[src/sv/lkvc_pkg.sv]
// lkvc_pkg: shared types for the lru key/value cache
// used by lkvc_ctrl, lkvc_datapath and lru_key_value_cache; no dependencies
package lkvc_pkg;

   // controller states, one-hot
   typedef enum logic [2:0] {
      ST_IDLE   = 3'b001,
      ST_LOOKUP = 3'b010,
      ST_UPDATE = 3'b100
   } state_type;

   // operation codes of the func field
   localparam logic FUNC_GET = 1'b0;
   localparam logic FUNC_SET = 1'b1;

   // reset value of the capacity register
   localparam logic [4:0] CAPACITY_RESET = 5'd16;

   // commands from the controller to the datapath
   typedef struct packed {
      logic accept;   // capture the incoming word
      logic lookup;   // key compare, victim and free slot search, value read
      logic commit;   // apply the update and load the result register
   } cmd_type;

endpackage

[src/sv/lkvc_ctrl.sv]
// lkvc_ctrl: sequencing state machine and result valid for the cache
// depends on lkvc_pkg
module lkvc_ctrl (
   input  logic              clock,
   input  logic              reset,
   input  logic              req_valid,
   output logic              req_stall,
   output logic              rsp_valid,
   input  logic              rsp_stall,
   output lkvc_pkg::cmd_type cmd
);

   lkvc_pkg::state_type state_ff, state_in;
   logic rsp_valid_ff, rsp_valid_in;
   logic out_free;
   logic accept;
   logic commit;

   // result register can take a new word this cycle
   assign out_free = !rsp_valid_ff || !rsp_stall;

   // input is taken when idle or as the previous word commits
   assign req_stall = !((state_ff == lkvc_pkg::ST_IDLE) ||
                        ((state_ff == lkvc_pkg::ST_UPDATE) && out_free));
   assign accept    = req_valid && !req_stall;
   assign commit    = (state_ff == lkvc_pkg::ST_UPDATE) && out_free;

   assign cmd.accept = accept;
   assign cmd.lookup = (state_ff == lkvc_pkg::ST_LOOKUP);
   assign cmd.commit = commit;

   // next state
   always_comb begin
      state_in = state_ff;
      unique case (state_ff)
         lkvc_pkg::ST_IDLE: begin
            if (accept) state_in = lkvc_pkg::ST_LOOKUP;
         end
         lkvc_pkg::ST_LOOKUP: begin
            state_in = lkvc_pkg::ST_UPDATE;
         end
         lkvc_pkg::ST_UPDATE: begin
            if (commit) state_in = accept ? lkvc_pkg::ST_LOOKUP : lkvc_pkg::ST_IDLE;
         end
         default: begin
            state_in = lkvc_pkg::ST_IDLE;
         end
      endcase
   end

   // result valid: set on commit, cleared when taken
   always_comb begin
      rsp_valid_in = rsp_valid_ff;
      if (commit) begin
         rsp_valid_in = 1'b1;
      end else if (!rsp_stall) begin
         rsp_valid_in = 1'b0;
      end
   end

   always_ff @(posedge clock) begin
      if (reset) begin
         state_ff     <= lkvc_pkg::ST_IDLE;
         rsp_valid_ff <= 1'b0;
      end else begin
         state_ff     <= state_in;
         rsp_valid_ff <= rsp_valid_in;
      end
   end

   assign rsp_valid = rsp_valid_ff;

endmodule

[src/sv/lkvc_datapath.sv]
// lkvc_datapath: key lanes with parallel compare, age ranks, value memory,
// capacity register and result register; depends on lkvc_pkg
module lkvc_datapath #(
   parameter int ENTRIES = 16
) (
   input  logic               clock,
   input  logic               reset,
   input  lkvc_pkg::cmd_type  cmd,
   input  logic               csr_write_enable,
   input  logic [4:0]         csr_capacity,
   input  logic               req_func,
   input  logic signed [31:0] req_key,
   input  logic signed [31:0] req_value,
   output logic               rsp_hit,
   output logic signed [31:0] rsp_read_value
);

   localparam int IW   = (ENTRIES > 1) ? $clog2(ENTRIES) : 1;
   localparam int CW   = $clog2(ENTRIES + 1);
   localparam int CMPW = (CW > 5) ? CW : 5;

   // captured word
   logic        func_ff;
   logic [31:0] key_ff;
   logic [31:0] value_ff;

   // per-entry state
   logic [ENTRIES-1:0] valid_ff;
   logic [31:0]        key_lane_ff [ENTRIES];
   logic [IW-1:0]      rank_ff     [ENTRIES];
   logic [CW-1:0]      count_ff;
   logic [4:0]         cap_ff;

   // value store
   logic [31:0] value_mem [ENTRIES];
   logic [31:0] rdata_ff;

   // lookup results
   logic               hit_ff;
   logic [ENTRIES-1:0] match_ff;
   logic [IW-1:0]      hit_idx_ff;
   logic               evict_ff;
   logic [ENTRIES-1:0] evict_vec_ff;
   logic [ENTRIES-1:0] free_vec_ff;
   logic [IW-1:0]      free_idx_ff;

   // result register
   logic        rsp_hit_ff;
   logic [31:0] rsp_value_ff;

   logic [ENTRIES-1:0] match;
   logic [IW-1:0]      hit_idx;
   logic [CMPW-1:0]    cap_ext;
   logic [CMPW-1:0]    eff_cap;
   logic [CMPW-1:0]    count_ext;
   logic               need_evict;
   logic [CW-1:0]      count_m1;
   logic [IW-1:0]      oldest_rank;
   logic [ENTRIES-1:0] evict_vec;
   logic [ENTRIES-1:0] avail;
   logic [ENTRIES-1:0] free_vec;
   logic [IW-1:0]      free_idx;
   logic [IW-1:0]      hit_rank;
   logic               insert;

   // capture the accepted word
   always_ff @(posedge clock) begin
      if (cmd.accept) begin
         func_ff  <= req_func;
         key_ff   <= req_key;
         value_ff <= req_value;
      end
   end

   // capacity register
   always_ff @(posedge clock) begin
      if (reset) begin
         cap_ff <= lkvc_pkg::CAPACITY_RESET;
      end else if (csr_write_enable) begin
         cap_ff <= csr_capacity;
      end
   end

   // parallel key compare and hit index
   always_comb begin
      match   = '0;
      hit_idx = '0;
      for (int i = 0; i < ENTRIES; i++) begin
         match[i] = valid_ff[i] && (key_lane_ff[i] == key_ff);
         if (match[i]) hit_idx = hit_idx | IW'(i);
      end
   end

   // capacity clamped to 1 .. ENTRIES; evict when the live count is at or above it
   always_comb begin
      cap_ext   = CMPW'(cap_ff);
      count_ext = CMPW'(count_ff);
      if (cap_ext == '0) begin
         eff_cap = CMPW'(1);
      end else if (cap_ext > CMPW'(ENTRIES)) begin
         eff_cap = CMPW'(ENTRIES);
      end else begin
         eff_cap = cap_ext;
      end
      need_evict  = (count_ext >= eff_cap);
      count_m1    = count_ff - CW'(1);
      oldest_rank = count_m1[IW-1:0];
   end

   // victim and lowest free slot after eviction
   always_comb begin
      evict_vec = '0;
      for (int i = 0; i < ENTRIES; i++) begin
         evict_vec[i] = need_evict && valid_ff[i] && (rank_ff[i] == oldest_rank);
      end
      avail    = ~valid_ff | evict_vec;
      free_vec = avail & (~avail + ENTRIES'(1));
      free_idx = '0;
      for (int i = 0; i < ENTRIES; i++) begin
         if (free_vec[i]) free_idx = free_idx | IW'(i);
      end
   end

   // register lookup results
   always_ff @(posedge clock) begin
      if (cmd.lookup) begin
         hit_ff       <= |match;
         match_ff     <= match;
         hit_idx_ff   <= hit_idx;
         evict_ff     <= need_evict;
         evict_vec_ff <= evict_vec;
         free_vec_ff  <= free_vec;
         free_idx_ff  <= free_idx;
      end
   end

   // value memory: read during lookup, write on commit of a set
   always_ff @(posedge clock) begin
      if (cmd.lookup) begin
         rdata_ff <= value_mem[hit_idx];
      end
      if (cmd.commit && (func_ff == lkvc_pkg::FUNC_SET)) begin
         value_mem[hit_ff ? hit_idx_ff : free_idx_ff] <= value_ff;
      end
   end

   // age of the entry being touched
   always_comb begin
      hit_rank = '0;
      for (int i = 0; i < ENTRIES; i++) begin
         if (match_ff[i]) hit_rank = hit_rank | rank_ff[i];
      end
   end

   assign insert = !hit_ff && (func_ff == lkvc_pkg::FUNC_SET);

   // valid bits, age ranks and live count
   always_ff @(posedge clock) begin
      if (reset) begin
         valid_ff <= '0;
         count_ff <= '0;
         for (int i = 0; i < ENTRIES; i++) rank_ff[i] <= '0;
      end else if (cmd.commit) begin
         if (insert && !evict_ff) count_ff <= count_ff + CW'(1);
         for (int i = 0; i < ENTRIES; i++) begin
            if (hit_ff) begin
               if (match_ff[i]) begin
                  rank_ff[i] <= '0;
               end else if (valid_ff[i] && (rank_ff[i] < hit_rank)) begin
                  rank_ff[i] <= rank_ff[i] + IW'(1);
               end
            end else if (insert) begin
               if (free_vec_ff[i]) begin
                  valid_ff[i] <= 1'b1;
                  rank_ff[i]  <= '0;
               end else if (evict_vec_ff[i]) begin
                  valid_ff[i] <= 1'b0;
                  rank_ff[i]  <= '0;
               end else if (valid_ff[i]) begin
                  rank_ff[i] <= rank_ff[i] + IW'(1);
               end
            end
         end
      end
   end

   // key lanes, written on insert
   always_ff @(posedge clock) begin
      for (int i = 0; i < ENTRIES; i++) begin
         if (cmd.commit && insert && free_vec_ff[i]) key_lane_ff[i] <= key_ff;
      end
   end

   // result word
   always_ff @(posedge clock) begin
      if (cmd.commit) begin
         rsp_hit_ff <= hit_ff;
         if (func_ff == lkvc_pkg::FUNC_SET) begin
            rsp_value_ff <= '0;
         end else if (hit_ff) begin
            rsp_value_ff <= rdata_ff;
         end else begin
            rsp_value_ff <= '1;
         end
      end
   end

   assign rsp_hit        = rsp_hit_ff;
   assign rsp_read_value = rsp_value_ff;

endmodule

[src/sv/lru_key_value_cache.sv]
// lru_key_value_cache: fully associative key/value store, lru replacement
// a taken word goes through a lookup state for the key compare over all
// entries and the value read, then an update state for the age-rank update
// and write; the next word can be taken as the previous one commits
// reset: valid bits, ranks and live count cleared at once, capacity 16
// depends on lkvc_pkg, lkvc_ctrl, lkvc_datapath
module lru_key_value_cache #(
   parameter int ENTRIES = 16
) (
   input  logic               clock,
   input  logic               reset,
   input  logic               req_valid,
   output logic               req_stall,
   input  logic               req_func,
   input  logic signed [31:0] req_key,
   input  logic signed [31:0] req_value,
   output logic               rsp_valid,
   input  logic               rsp_stall,
   output logic               rsp_hit,
   output logic signed [31:0] rsp_read_value,
   input  logic               csr_write_enable,
   input  logic [4:0]         csr_capacity
);

   lkvc_pkg::cmd_type cmd;

   // sequencing
   lkvc_ctrl u_ctrl (
      .clock     (clock),
      .reset     (reset),
      .req_valid (req_valid),
      .req_stall (req_stall),
      .rsp_valid (rsp_valid),
      .rsp_stall (rsp_stall),
      .cmd       (cmd)
   );

   // storage and compare
   lkvc_datapath #(
      .ENTRIES (ENTRIES)
   ) u_datapath (
      .clock            (clock),
      .reset            (reset),
      .cmd              (cmd),
      .csr_write_enable (csr_write_enable),
      .csr_capacity     (csr_capacity),
      .req_func         (req_func),
      .req_key          (req_key),
      .req_value        (req_value),
      .rsp_hit          (rsp_hit),
      .rsp_read_value   (rsp_read_value)
   );

   // an accepted word goes to lookup next
   a_accept_lookup: assert property (@(posedge clock) disable iff (reset)
      cmd.accept |=> cmd.lookup)
      else $error("accepted word not followed by lookup");

   // a lookup is never repeated back to back
   a_single_lookup: assert property (@(posedge clock) disable iff (reset)
      cmd.lookup |=> !cmd.lookup)
      else $error("lookup held over two cycles");

   // a commit always presents a result
   a_commit_valid: assert property (@(posedge clock) disable iff (reset)
      cmd.commit |=> rsp_valid)
      else $error("commit without result valid");

   // no word taken during lookup
   a_busy_stall: assert property (@(posedge clock) disable iff (reset)
      cmd.lookup |-> req_stall)
      else $error("input not stalled during lookup");

endmodule

[config.mk]
export PLATFORM = sky130hd
export DESIGN_NAME = lru_key_value_cache
export DESIGN_NICKNAME = d
export VERILOG_FILES = /design/src/sv/lkvc_pkg.sv /design/src/sv/lkvc_ctrl.sv /design/src/sv/lkvc_datapath.sv /design/src/sv/lru_key_value_cache.sv
export SDC_FILE = /design/constraint.sdc
export NUM_CORES = 2
export LEC_CHECK = 0
export ABC_AREA = 1
export BUFFER_PORTS_ARGS = -buffer_cell sky130_fd_sc_hd__buf_2
export CORE_MARGIN = 5
export CORE_UTILIZATION = 50
export DETAILED_ROUTE_END_ITERATION = 10
export PLACE_DENSITY = 0.66
export SKIP_CTS_REPAIR_TIMING = 1
export SLEW_MARGIN = 20
export SYNTH_ARGS = -nofsm -noshare
export SYNTH_HDL_FRONTEND = slang
export SYNTH_HIERARCHICAL = 1
export SYNTH_SLANG_ARGS = --single-unit
[constraint.sdc]
create_clock -name clock -period 13.76 [get_ports clock]
set_input_delay 2.752 -clock clock [delete_from_list [all_inputs] [get_ports clock]]
set_output_delay 2.752 -clock clock [all_outputs]
set_load 0.02 [all_outputs]
==> reports/qor.yml <==
worst_setup_path:
  cp_cell_sequence: "buf_2 -> nand2_1 -> nand3_2 -> nand2_2 -> inv_1 -> buf_2"
  cp-startpoint: "rsp_stall"
  critPathLaunchType: "input pin"
  cpPeakStageDelay_ps: 140
  cp.required_ps: 11010
  critPathSlowestCell: "buf_2"
  end_kind: "output port"
  r2r_end: "u_datapath/rdata_ff[28]$_DFFE_PP_"
  r2r_start: "u_datapath/key_ff[10]$_DFFE_PP_"
  worst-path-buf-inv: 3
  r2r_slack_ps: 7690
  cp_top_family: "simple AND/OR/NAND/NOR gates"
  path_class: "in2out"
  critPathMostFrequentCell: "buf_2"
  reg2reg_depth: 19
  cp.arrival_ps: 3340
  crit_fanout: 3
layout:
  layout-drive-gt1-share: 0.0917
  synthToLayoutAreaGrowth_pct: 10.4
  layout.cells.non_filler: 7198
  diodes: 0
  layout.nets: 5698
  fillCellCount: 9763
  final_core_util: 0.555
synthesis:
  yosysSeqAreaShare: 0.657
  synth_cell_type_count: 58
  yosysWarnings: 6
  synth_area_per_cell_um2: 10.9
  synth_seq_cells: 1306
  netlist.area_leader.share: 0.647
  syn_area_um2: 59200
  async_flop_share: 0
  yosys-top-cells-area: "edfxtp_1, nand2_1, nand3_1"
  synth_nets: 5600
  synth-main-ff-cell: "edfxtp_1"
  yosys.area.top_type: "edfxtp_1"
  synth-edff-count: 1276
  synth_cells: 5454
hold_path:
  hold_end: "u_datapath/count_ext[4]$_SDFFE_PP0P_"
  hold_depth: 1
  hold_path.class: "reg2reg"
  hold_start: "u_datapath/count_ext[4]$_SDFFE_PP0P_"
clock_network:
  ctsLongestPathBuffers: 3
  clockRootBuffer: "clkbuf_16"
  clkLatencyLatePin_ps: 750
  cts_buffers: 142
  clk_pin_slew_ps: 50
  cts.sinks: 1306
  htreeDepth: 4
  cts_tree: "built"
timing:
  finalCritPeriodShare: 0.443
  max_freq_ghz: 0.164
  slew_viol_final: 0
  hold_viol: 0
  post-route-min-period_ps: 6090
  skew_ps: 37.9
  worstMarginPinSlew_ps: 1320
  rsz0062_at_grt: "no"
  tns_ps: 0
  relSlewSlack: 0.118
  setup_viol: 0
detailed_routing:
  drtIter0Drc: 5253
  post_drt_via_cell_ratio: 5.77
  first_pass_iters: 8
  routedWlPerCell_um: 23.3
  dr_total_vias: 41600
  wl_um: 168000
  drt.antenna.violating_nets: 0
  drc_errors: 0
global_routing:
  grt_pass1_vias: 38700
  gr-usage-all-layers: 0.261
  grt_max_degree: 223
  busiest_layer: "met2"
  grtUsageMet3: 0.0466
  gr-usage-met1: 0.374
  use_met2: 0.411
  antenna_found_initial: 5
  grt_overflow: 0
  grt_pass1_wl_um: 247000
run_status:
  outcome: "complete, no violations"
power:
  ir_drop_v: 0.000124
  leakagePower_nw: 24.9
  power_density_nw_per_um2: 131
die:
  die_w_um: 354
  start_util: 0.503
  io-pin-count: 110
  die_h_um: 354
  coreArea_um2: 118000
  die_area_um2: 125000
  num_rows: 126
place:
  io_buffers: 109
  dpl.cell_count: 6944
  gp_congestion: 0.900
  dpl.hpwl_um: 93200
flow_run:
  drv_cap: 0
kinds of logic after synthesis:
logic type,count (synthesis),synth area share
simple gates,2721,0.195
flops,1306,0.657
buf+inv,711,0.0582
compound gates,439,0.0440
xor+xnor,206,0.0305
fa+ha+maj,71,0.0150
synthesized netlist by cell type, types with 49 or more instances:
cell         n
nand2_1   1637
edfxtp_1  1276
nand3_1    577
inv_1      439
nor2_1     281
xnor2_1    146
o21ai_0    131
a21oi_1    125
buf_2      102
nand4_1     76
ha_1        71
o22ai_1     65
xor2_1      60
buf_4       57
buf_6       56
nor3_1      49
metal layers:
metal  up-vias  wire length [um]
met5         -                 0
met4         0              4860
met3       341             18600
met2      2299             76300
met1     20000             67800
li1      18900                 -
registers in the layout, summed over array words and instances (netlist names), 3 cells and up:
register,cells
u_ctrl/state_ff,3
u_datapath/cap_ext,5
u_datapath/count_ext,5
u_datapath/evict_vec_ff,16
u_datapath/free_idx_ff,4
u_datapath/free_vec_ff,16
u_datapath/hit_idx_ff,4
u_datapath/key_ff,32
u_datapath/key_lane_ff,512
u_datapath/match_ff,16
u_datapath/rank_ff,64
u_datapath/rdata_ff,32
u_datapath/rsp_read_value,32
u_datapath/valid_ff,16
u_datapath/value_ff,32
u_datapath/value_mem,512
worst max-delay path by stage:
stage,depth (start not counted),end,slack [ps]
2_1_floorplan,11,u_datapath/rank_ff[1][24]$_SDFFCE_PP0P_,7480
3_3_place_gp,15,u_datapath/rank_ff[1][11]$_SDFFCE_PP0P_,7380
3_5_place_dp,15,u_datapath/rank_ff[1][9]$_SDFFCE_PP0P_,7350
4_1_cts,6,req_stall,7670
5_1_grt,19,u_datapath/rdata_ff[28]$_DFFE_PP_,7330
6_report,6,req_stall,7670
power breakdown:
group,switching [W],leakage (nW),internal [W]
clock network,0.00158,2.16,0.00207
registers,0.0000545,11.8,0.00443
logic,0.000318,10.9,0.000101
per-stage QoR:
step | total power (W) | hold slack, ps | area, um^2 | setup slack [ps]
after global placement | 0.00496 | 459 | 60900 | 7380
after global routing | 0.00880 | 516 | 65400 | 7330
final | 0.00855 | 482 | 65400 | 7670
after detailed placement | 0.00497 | 477 | 60900 | 7350
after floorplan | 0.00478 | 424 | 59200 | 7480
after CTS | 0.00858 | 487 | 65400 | 7670
cell usage in the layout, fill, tap and decap left out, types with 22 or more instances in the layout:
| cell type | instances |
|---|---|
| nor3_1 | 49 |
| clkbuf_1 | 31 |
| xnor2_1 | 146 |
| dfxtp_1 | 30 |
| o22ai_1 | 65 |
| nand3_1 | 577 |
| nand4_1 | 76 |
| ha_1 | 71 |
| a21oi_1 | 125 |
| edfxtp_1 | 1276 |
| inv_2 | 30 |
| nand2_1 | 1637 |
| nor2_4 | 32 |
| or2_2 | 25 |
| inv_1 | 435 |
| xor2_1 | 60 |
| nor4_1 | 22 |
| clkbuf_16 | 143 |
| buf_4 | 86 |
| clkinv_1 | 33 |
| buf_2 | 109 |
| o21ai_0 | 131 |
| nor2_1 | 250 |
worst register-to-register path, cell delays in order (launching register included):
cell      delay, ps
edfxtp_1        350
buf_4           310
inv_1           950
or2_2           260
nand3_1          70
nor2_1           90
nand2_1          50
nor2_1          130
nand3_1         260
nand2_2         200
nor2_8          120
nand2_8         520
buf_4           960
buf_4           930
nand2_1         230
nand2_1         100
nand2_1          60
nand3_1         130
nand3_1          90
nand2_1          90
final cells by class:
type	instances	area, um^2	area share
clock inverter	79	736	0.0113
tap	1536	1920	0.0294
sequential	1306	38900	0.595
inverter	469	1770	0.0271
clock buffer	175	3710	0.0567
timing repair buffer	196	1210	0.0185
multi-input combinational	3437	17100	0.262
Power figures use the tool's default switching activity.
